**src/hdl/u8v_pkg.sv**
```systemverilog
`timescale 1ns / 1ps
`default_nettype none

package u8v_pkg;

    // Verdict codes given on the last byte of a string.
    typedef enum logic [1:0] {
        VERDICT_INVALID = 2'd0,
        VERDICT_ASCII   = 2'd1,
        VERDICT_MULTI   = 2'd2
    } t_verdict;

    // Scanner state carried from one byte to the next.
    typedef struct packed {
        logic [2:0] cont_left;
        logic [7:0] lead_value;
        logic       expect_second;
        logic       seen_multibyte;
        logic       failed;
    } t_scan_state;

    // Lead bytes whose minimal encodings are checked against the second byte.
    localparam logic [7:0] LEAD_OVERLONG_3 = 8'hE0;
    localparam logic [7:0] LEAD_OVERLONG_4 = 8'hF0;
    localparam logic [7:0] LEAD_OVERLONG_5 = 8'hF8;
    localparam logic [7:0] LEAD_OVERLONG_6 = 8'hFC;

    // Bytes that never appear in a valid string.
    localparam logic [7:0] BYTE_BAD_FE = 8'hFE;
    localparam logic [7:0] BYTE_BAD_FF = 8'hFF;

endpackage

`default_nettype wire

```
**src/hdl/u8v_byte_if.sv**
```systemverilog
`timescale 1ns / 1ps
`default_nettype none

interface u8v_byte_if;
    logic       valid;
    logic       ready;
    logic [7:0] byte_value;
    logic       last_byte;

    modport source (output valid, output byte_value, output last_byte, input ready);
    modport sink   (input valid, input byte_value, input last_byte, output ready);
endinterface

`default_nettype wire

```
**src/hdl/u8v_verdict_if.sv**
```systemverilog
`timescale 1ns / 1ps
`default_nettype none

interface u8v_verdict_if;
    logic       valid;
    logic       ready;
    logic [1:0] verdict;

    modport source (output valid, output verdict, input ready);
    modport sink   (input valid, input verdict, output ready);
endinterface

`default_nettype wire

```
**src/hdl/u8v_scan.sv**
```systemverilog
`timescale 1ns / 1ps
`default_nettype none

module u8v_scan
    import u8v_pkg::*;
(
    input  wire t_scan_state i_state,
    input  wire logic [7:0]  i_byte_value,
    input  wire logic        i_last_byte,
    output t_scan_state      o_state,
    output t_verdict         o_verdict
);

    t_scan_state n_state;
    logic [2:0]  needed;
    logic        overlong;

    // Number of continuation bytes owed after a lead byte 11xxxxxx.
    always_comb begin
        priority if (!i_byte_value[5]) begin
            needed = 3'd1;
        end else if (!i_byte_value[4]) begin
            needed = 3'd2;
        end else if (!i_byte_value[3]) begin
            needed = 3'd3;
        end else if (!i_byte_value[2]) begin
            needed = 3'd4;
        end else begin
            needed = 3'd5;
        end
    end

    // A second byte that shows the lead byte used more bytes than it needed.
    assign overlong =
        (i_state.lead_value == LEAD_OVERLONG_3 && i_byte_value[5] == 1'b0) ||
        (i_state.lead_value == LEAD_OVERLONG_4 && i_byte_value[5:4] == 2'b00) ||
        (i_state.lead_value == LEAD_OVERLONG_5 && i_byte_value[5:3] == 3'b000) ||
        (i_state.lead_value == LEAD_OVERLONG_6 && i_byte_value[5:2] == 4'b0000);

    // Advance the scan by one byte.
    always_comb begin
        n_state = i_state;
        if (i_state.cont_left == 3'd0) begin
            if (i_byte_value[7]) begin
                n_state.seen_multibyte = 1'b1;
                if (!i_byte_value[6]) begin
                    // A continuation byte with no open sequence.
                    n_state.failed = 1'b1;
                end else if (i_byte_value == BYTE_BAD_FE || i_byte_value == BYTE_BAD_FF) begin
                    n_state.failed = 1'b1;
                end else if (i_byte_value[5] == 1'b0 && i_byte_value[4:1] == 4'b0000) begin
                    // Two-byte lead that can only encode an ASCII value.
                    n_state.failed = 1'b1;
                end else begin
                    n_state.cont_left     = needed;
                    n_state.lead_value    = i_byte_value;
                    n_state.expect_second = 1'b1;
                end
            end
        end else begin
            if (i_byte_value[7:6] != 2'b10) begin
                // A continuation was owed; the sequence is dropped.
                n_state.failed        = 1'b1;
                n_state.cont_left     = 3'd0;
                n_state.expect_second = 1'b0;
            end else begin
                if (i_state.expect_second) begin
                    if (overlong) begin
                        n_state.failed = 1'b1;
                    end
                    n_state.expect_second = 1'b0;
                end
                n_state.cont_left = i_state.cont_left - 3'd1;
            end
        end
    end

    // Verdict on the last byte; the state then starts over for the next string.
    always_comb begin
        o_state = n_state;
        if (n_state.failed || n_state.cont_left != 3'd0) begin
            o_verdict = VERDICT_INVALID;
        end else if (n_state.seen_multibyte) begin
            o_verdict = VERDICT_MULTI;
        end else begin
            o_verdict = VERDICT_ASCII;
        end
        if (i_last_byte) begin
            o_state = '0;
        end
    end

endmodule

`default_nettype wire

```
**src/hdl/utf8_stream_validator_core.sv**
```systemverilog
// Latency: the verdict is valid in the cycle after the last byte of a string is accepted.
// Throughput: one byte per cycle while the input is not stalled; the scan state is registered on each accepted byte.
// Input stalls in any cycle where a verdict is waiting and the output is not ready for it.
// Reset (i_rst_n low at a clock edge) clears the scan state and the output valid flag.
`timescale 1ns / 1ps
`default_nettype none

module utf8_stream_validator_core
    import u8v_pkg::*;
(
    input  wire logic      i_clk,
    input  wire logic      i_rst_n,
    u8v_byte_if.sink       i_byte,
    u8v_verdict_if.source  o_verdict
);

    t_scan_state r_state;
    t_scan_state n_state;
    t_verdict    n_verdict;
    logic [1:0]  r_verdict;
    logic        r_out_valid;
    logic        in_accept;

    // Input is taken whenever the result register is free or being emptied.
    assign i_byte.ready = !r_out_valid || o_verdict.ready;
    assign in_accept    = i_byte.valid && i_byte.ready;

    u8v_scan u_scan (
        .i_state      (r_state),
        .i_byte_value (i_byte.byte_value),
        .i_last_byte  (i_byte.last_byte),
        .o_state      (n_state),
        .o_verdict    (n_verdict)
    );

    // Scan state register.
    always_ff @(posedge i_clk) begin
        if (!i_rst_n) begin
            r_state <= '0;
        end else if (in_accept) begin
            r_state <= n_state;
        end
    end

    // Result register: loaded on the last byte, cleared when taken.
    always_ff @(posedge i_clk) begin
        if (!i_rst_n) begin
            r_out_valid <= 1'b0;
        end else if (in_accept && i_byte.last_byte) begin
            r_out_valid <= 1'b1;
        end else if (o_verdict.ready) begin
            r_out_valid <= 1'b0;
        end
    end

    always_ff @(posedge i_clk) begin
        if (in_accept && i_byte.last_byte) begin
            r_verdict <= n_verdict;
        end
    end

    assign o_verdict.valid   = r_out_valid;
    assign o_verdict.verdict = r_verdict;

`ifndef SYNTHESIS
    // A pending second byte implies an open sequence.
    a_second_in_seq: assert property (@(posedge i_clk) disable iff (!i_rst_n)
        r_state.expect_second |-> r_state.cont_left != 3'd0)
        else $error("second-byte flag set with no open sequence");

    // No sequence owes more than five continuation bytes.
    a_cont_range: assert property (@(posedge i_clk) disable iff (!i_rst_n)
        r_state.cont_left <= 3'd5)
        else $error("continuation count out of range");

    // The last byte clears the state and produces a verdict.
    a_last_clears: assert property (@(posedge i_clk) disable iff (!i_rst_n)
        in_accept && i_byte.last_byte |=> r_state == '0 && r_out_valid)
        else $error("last byte did not clear state or raise a verdict");

    // The unused verdict code never leaves the block.
    a_verdict_code: assert property (@(posedge i_clk) disable iff (!i_rst_n)
        r_out_valid |-> r_verdict != 2'b11)
        else $error("undefined verdict code");
`endif

endmodule

`default_nettype wire
```
**src/flat_wrapper.sv**
```systemverilog
// flat-port wrapper written by rule: the top's interface ports become plain ports
module utf8_stream_validator_core_flat import u8v_pkg::*;
  (i_clk, i_rst_n, i_byte_valid, i_byte_byte_value, i_byte_last_byte, i_byte_ready, o_verdict_valid, o_verdict_verdict, o_verdict_ready);
  u8v_byte_if i_byte_i ();
  u8v_verdict_if o_verdict_i ();
  input  wire logic i_clk;
  input  wire logic i_rst_n;
  input wire logic [$bits(i_byte_i.valid)-1:0] i_byte_valid;
  input wire logic [$bits(i_byte_i.byte_value)-1:0] i_byte_byte_value;
  input wire logic [$bits(i_byte_i.last_byte)-1:0] i_byte_last_byte;
  output wire logic [$bits(i_byte_i.ready)-1:0] i_byte_ready;
  output wire logic [$bits(o_verdict_i.valid)-1:0] o_verdict_valid;
  output wire logic [$bits(o_verdict_i.verdict)-1:0] o_verdict_verdict;
  input wire logic [$bits(o_verdict_i.ready)-1:0] o_verdict_ready;
  assign i_byte_i.valid = i_byte_valid;
  assign i_byte_i.byte_value = i_byte_byte_value;
  assign i_byte_i.last_byte = i_byte_last_byte;
  assign i_byte_ready = i_byte_i.ready;
  assign o_verdict_valid = o_verdict_i.valid;
  assign o_verdict_verdict = o_verdict_i.verdict;
  assign o_verdict_i.ready = o_verdict_ready;
  utf8_stream_validator_core u_core (.i_clk(i_clk), .i_rst_n(i_rst_n), .i_byte(i_byte_i), .o_verdict(o_verdict_i));
endmodule
```
**config.mk**
```make
export PLATFORM = sky130hd
export DESIGN_NAME = utf8_stream_validator_core_flat
export DESIGN_NICKNAME = d
export VERILOG_FILES = /design/src/hdl/u8v_pkg.sv /design/src/hdl/u8v_byte_if.sv /design/src/hdl/u8v_verdict_if.sv /design/src/hdl/u8v_scan.sv /design/src/hdl/utf8_stream_validator_core.sv /design/src/flat_wrapper.sv
export SDC_FILE = /design/constraint.sdc
export NUM_CORES = 1
export LEC_CHECK = 0
export BUFFER_PORTS_ARGS = -buffer_cell sky130_fd_sc_hd__buf_2
export CAP_MARGIN = 25
export CORE_MARGIN = 2
export CORE_UTILIZATION = 40
export DETAILED_ROUTE_END_ITERATION = 8
export MAX_ROUTING_LAYER = met4
export PLACE_DENSITY_LB_ADDON = 0.05
export SLEW_MARGIN = 10
export SYNTH_ARGS = -nofsm -noshare
export SYNTH_HDL_FRONTEND = slang
export SYNTH_SLANG_ARGS = --single-unit
export TNS_END_PERCENT = 10
```
**constraint.sdc**
```tcl
create_clock -name i_clk -period 4.9 [get_ports i_clk]
set_clock_uncertainty 0.1 [all_clocks]
set_input_delay 0.245 -clock i_clk [delete_from_list [all_inputs] [get_ports i_clk]]
set_output_delay 0.245 -clock i_clk [all_outputs]
set_load 0.1 [all_outputs]
```
==> results.toml <==
[layout]
diodes = 0
multi_input_area_um2 = 606.8
drive_gt1_share_pct = 21.26
layout_commonest_cell = "buf_2"
nets = 143
nFillCells = 233
regArea_um2 = 340.3
area_growth_pct = 11.93
final_cell_mix = "buf_2 (16), dfxtp_1 (14), nor2_1 (11)"

[pwr]
pwr-share-comb_pct = 23.3
peakVddDrop_mv = 0.1414
p_switching_uw = 91.84
swShare_pct = 32.81
internal_power_uw = 188.1
clockPowerShare_pct = 26.7
power.total_uw = 279.9
powerDensity_mw_per_mm2 = 253.7
leakagePower_nw = 0.4396
p_seq_share_pct = 50.0

[clock_network]
cts_sinks = 16
root_buffer = "clkbuf_4"
ctsHoldBuffers = 0
numCtsBuffers = 3
path_clk_slew_ns = 0.11
insertion_delay_ns = 0.30
cts_resized = 0
htree_levels = 1
cts_max_path_buffers = 2
cts_setup_buffers = 0
cts_tree = "built"

[floorplan]
num_rows = 17
pin_count = 17
die_h_um = 53.65
die_w_um = 53.65
start_util_pct = 43.32
dieArea_mm2 = 0.002878
core_mm2 = 0.002276

[yosys]
synth_area_per_cell_um2 = 8.803
synth_top_flop_cell = "dfxtp_1"
ys_types = 42
synth_top_area_cell = "dfxtp_1"
synth_top_area_share_pct = 28.43
synthCells = 112
ys_seq_area_share_pct = 34.52
netlist_area_um2 = 985.9
yosys_warnings = 0
synth.area.top_cells = "dfxtp_1 (28%), edfxtp_1 (6.1%), nor2_1 (4.2%)"
yosys_register_bits = 16
syn_nets = 127
async_flop_share_pct = 0
synth-edff-count = 2

[worst_setup_path]
crit_fanout = 3
crit_type = "register to register"
crit_chain = "inv_1 -> ha_1 -> nor2b_1 -> a2111oi_0 -> o221ai_1 -> nor3_1"
rr_startpoint = "u_core.r_state[12]$_SDFFE_PN0P_"
worstSetupStartpoint = "u_core.r_state[12]$_SDFFE_PN0P_"
arrival_ns = 2.22
endpoint_kind = "register"
critPathSlowestCell = "a2111oi_0"
path_buf_inv = 1
r2r_slack_ns = 2.72
cp-start-kind = "register"
cp_slowest_stage_delay_ns = 0.62
critPathTopFamily = "compound AO/OA/AOI/OAI gates"
worst_ep_required_time_ns = 4.94

[hold_path]
hp-start = "i_rst_n"
worstHoldPathType = "input pin to register"

[routing]
ant_nets = 0
dr.first_iter.drc_count = 12
viasPerCell = 5.529
drtPass1Iterations = 4
routed_wire_length_per_instance_um = 14.37
via_count = 857
wl_mm = 2.228
drc = 0

[place]
gp_congestion = 0.8171
dpl.hpwl_mm = 1.670
io_buffers = 16

[global_routing]
grt_pass1_vias = 831
grt_usage_pct = 18.56
grt_remaining_overflow = 0
grt_max_degree = 13
antenna_found_initial = 0
grt_pass1_wl_mm = 3.615

[timing]
slew_viol_final = 0
setup_viol = 0
rsz0062_at_grt = "no"
fmax_mhz = 459.5
slew_headroom_pct = 55.16
tightest_slew_ns = 0.6556
finalSetupTns_ns = 0
finalHoldViolCount = 0
fin_crit_ns = 2.176
min_period_over_period_pct = 44.42

[run_status]
status = "finished clean"

[run]
drv_cap = 0
## worst reg2reg max path, cell delays in order (launching register included)
cell	delay, ns
dfxtp_1	0.39
inv_1	0.08
ha_1	0.20
nor2b_1	0.17
a2111oi_0	0.62
o221ai_1	0.29
nor3_1	0.18
## path summary, 6_finish.rpt
check,to,depth (start not counted)
max,u_core.o_verdict.verdict[1]$_SDFFCE_PP0P_,6
min,u_core.r_state[11]$_SDFFE_PN0P_,2
max reg2reg,u_core.o_verdict.verdict[1]$_SDFFCE_PP0P_,6
min reg2reg,u_core.r_state[9]$_SDFFE_PN0P_,2
## metal layers
layer	GRT usage, %	wire length [µm]	vias to the layer above
li1	-	-	442
met1	23.42	1147	395
met2	27.37	947	16
met3	4.444	93	4
met4	9.829	40	0
met5	-	0	-
## flip-flops by register name, summed over array words and instances, names as in the netlist
name,flops
u_core.o_verdict.valid,1
u_core.o_verdict.verdict,2
u_core.r_state,13
## area by class of cell
cell class,instances,share of cell area [%]
Inverter,4,1.361
Multi-Input combinational cell,87,54.99
Tap cell,28,3.175
Timing Repair Buffer,16,7.256
Clock inverter,1,0.3401
Sequential cell,16,30.84
Clock buffer,3,2.041
## power groups by stage
stage / clock network [mW] / registers (mW) / logic, mW
2_1_floorplan: 0 / 0.154 / 0.0376
3_3_place_gp: 0 / 0.143 / 0.0654
3_5_place_dp: 0 / 0.143 / 0.0653
4_1_cts: 0.0778 / 0.140 / 0.0656
5_1_grt: 0.0830 / 0.141 / 0.0718
6_report: 0.0748 / 0.140 / 0.0653
## cells by family after synthesis
| kind of cell | after synthesis | share of synthesized area (%) |
|---|---|---|
| adder cells (fa/ha/maj) | 2 | 2.538 |
| AND/OR/NAND/NOR | 55 | 31.98 |
| multiplexers | 2 | 2.031 |
| flip-flops | 16 | 34.52 |
| buffers and inverters | 9 | 3.932 |
| AO/OA/AOI/OAI | 28 | 25.00 |
## stage by stage
stage	worst slack, ns	hold slack, ns	utilization [%]	area [µm²]	cells
2_1_floorplan	2.299	0.2988	-	985.9	112
3_3_place_gp	2.639	0.3535	47.33	1077	151
3_5_place_dp	2.719	0.3612	47.33	1077	151
4_1_cts	2.731	0.1823	48.49	1104	155
5_1_grt	2.482	0.1838	48.49	1104	155
6_report	2.724	0.1778	48.49	1104	155
## cell usage after synthesis, drive strengths merged, types with 2 or more instances
cell and n:
a2111oi 2, a211oi 3, a21oi 7, and2 3
and2b 2, and3 4, clkbuf 4, dfxtp 14
edfxtp 2, ha 2, inv 4, mux2i 2
nand2 7, nand2b 6, nand3 4, nor2 11
nor2b 5, nor3 3, nor3b 2, o21a 5
o221ai 3, o31ai 2
No activity file was read; power rests on OpenSTA's default activity.
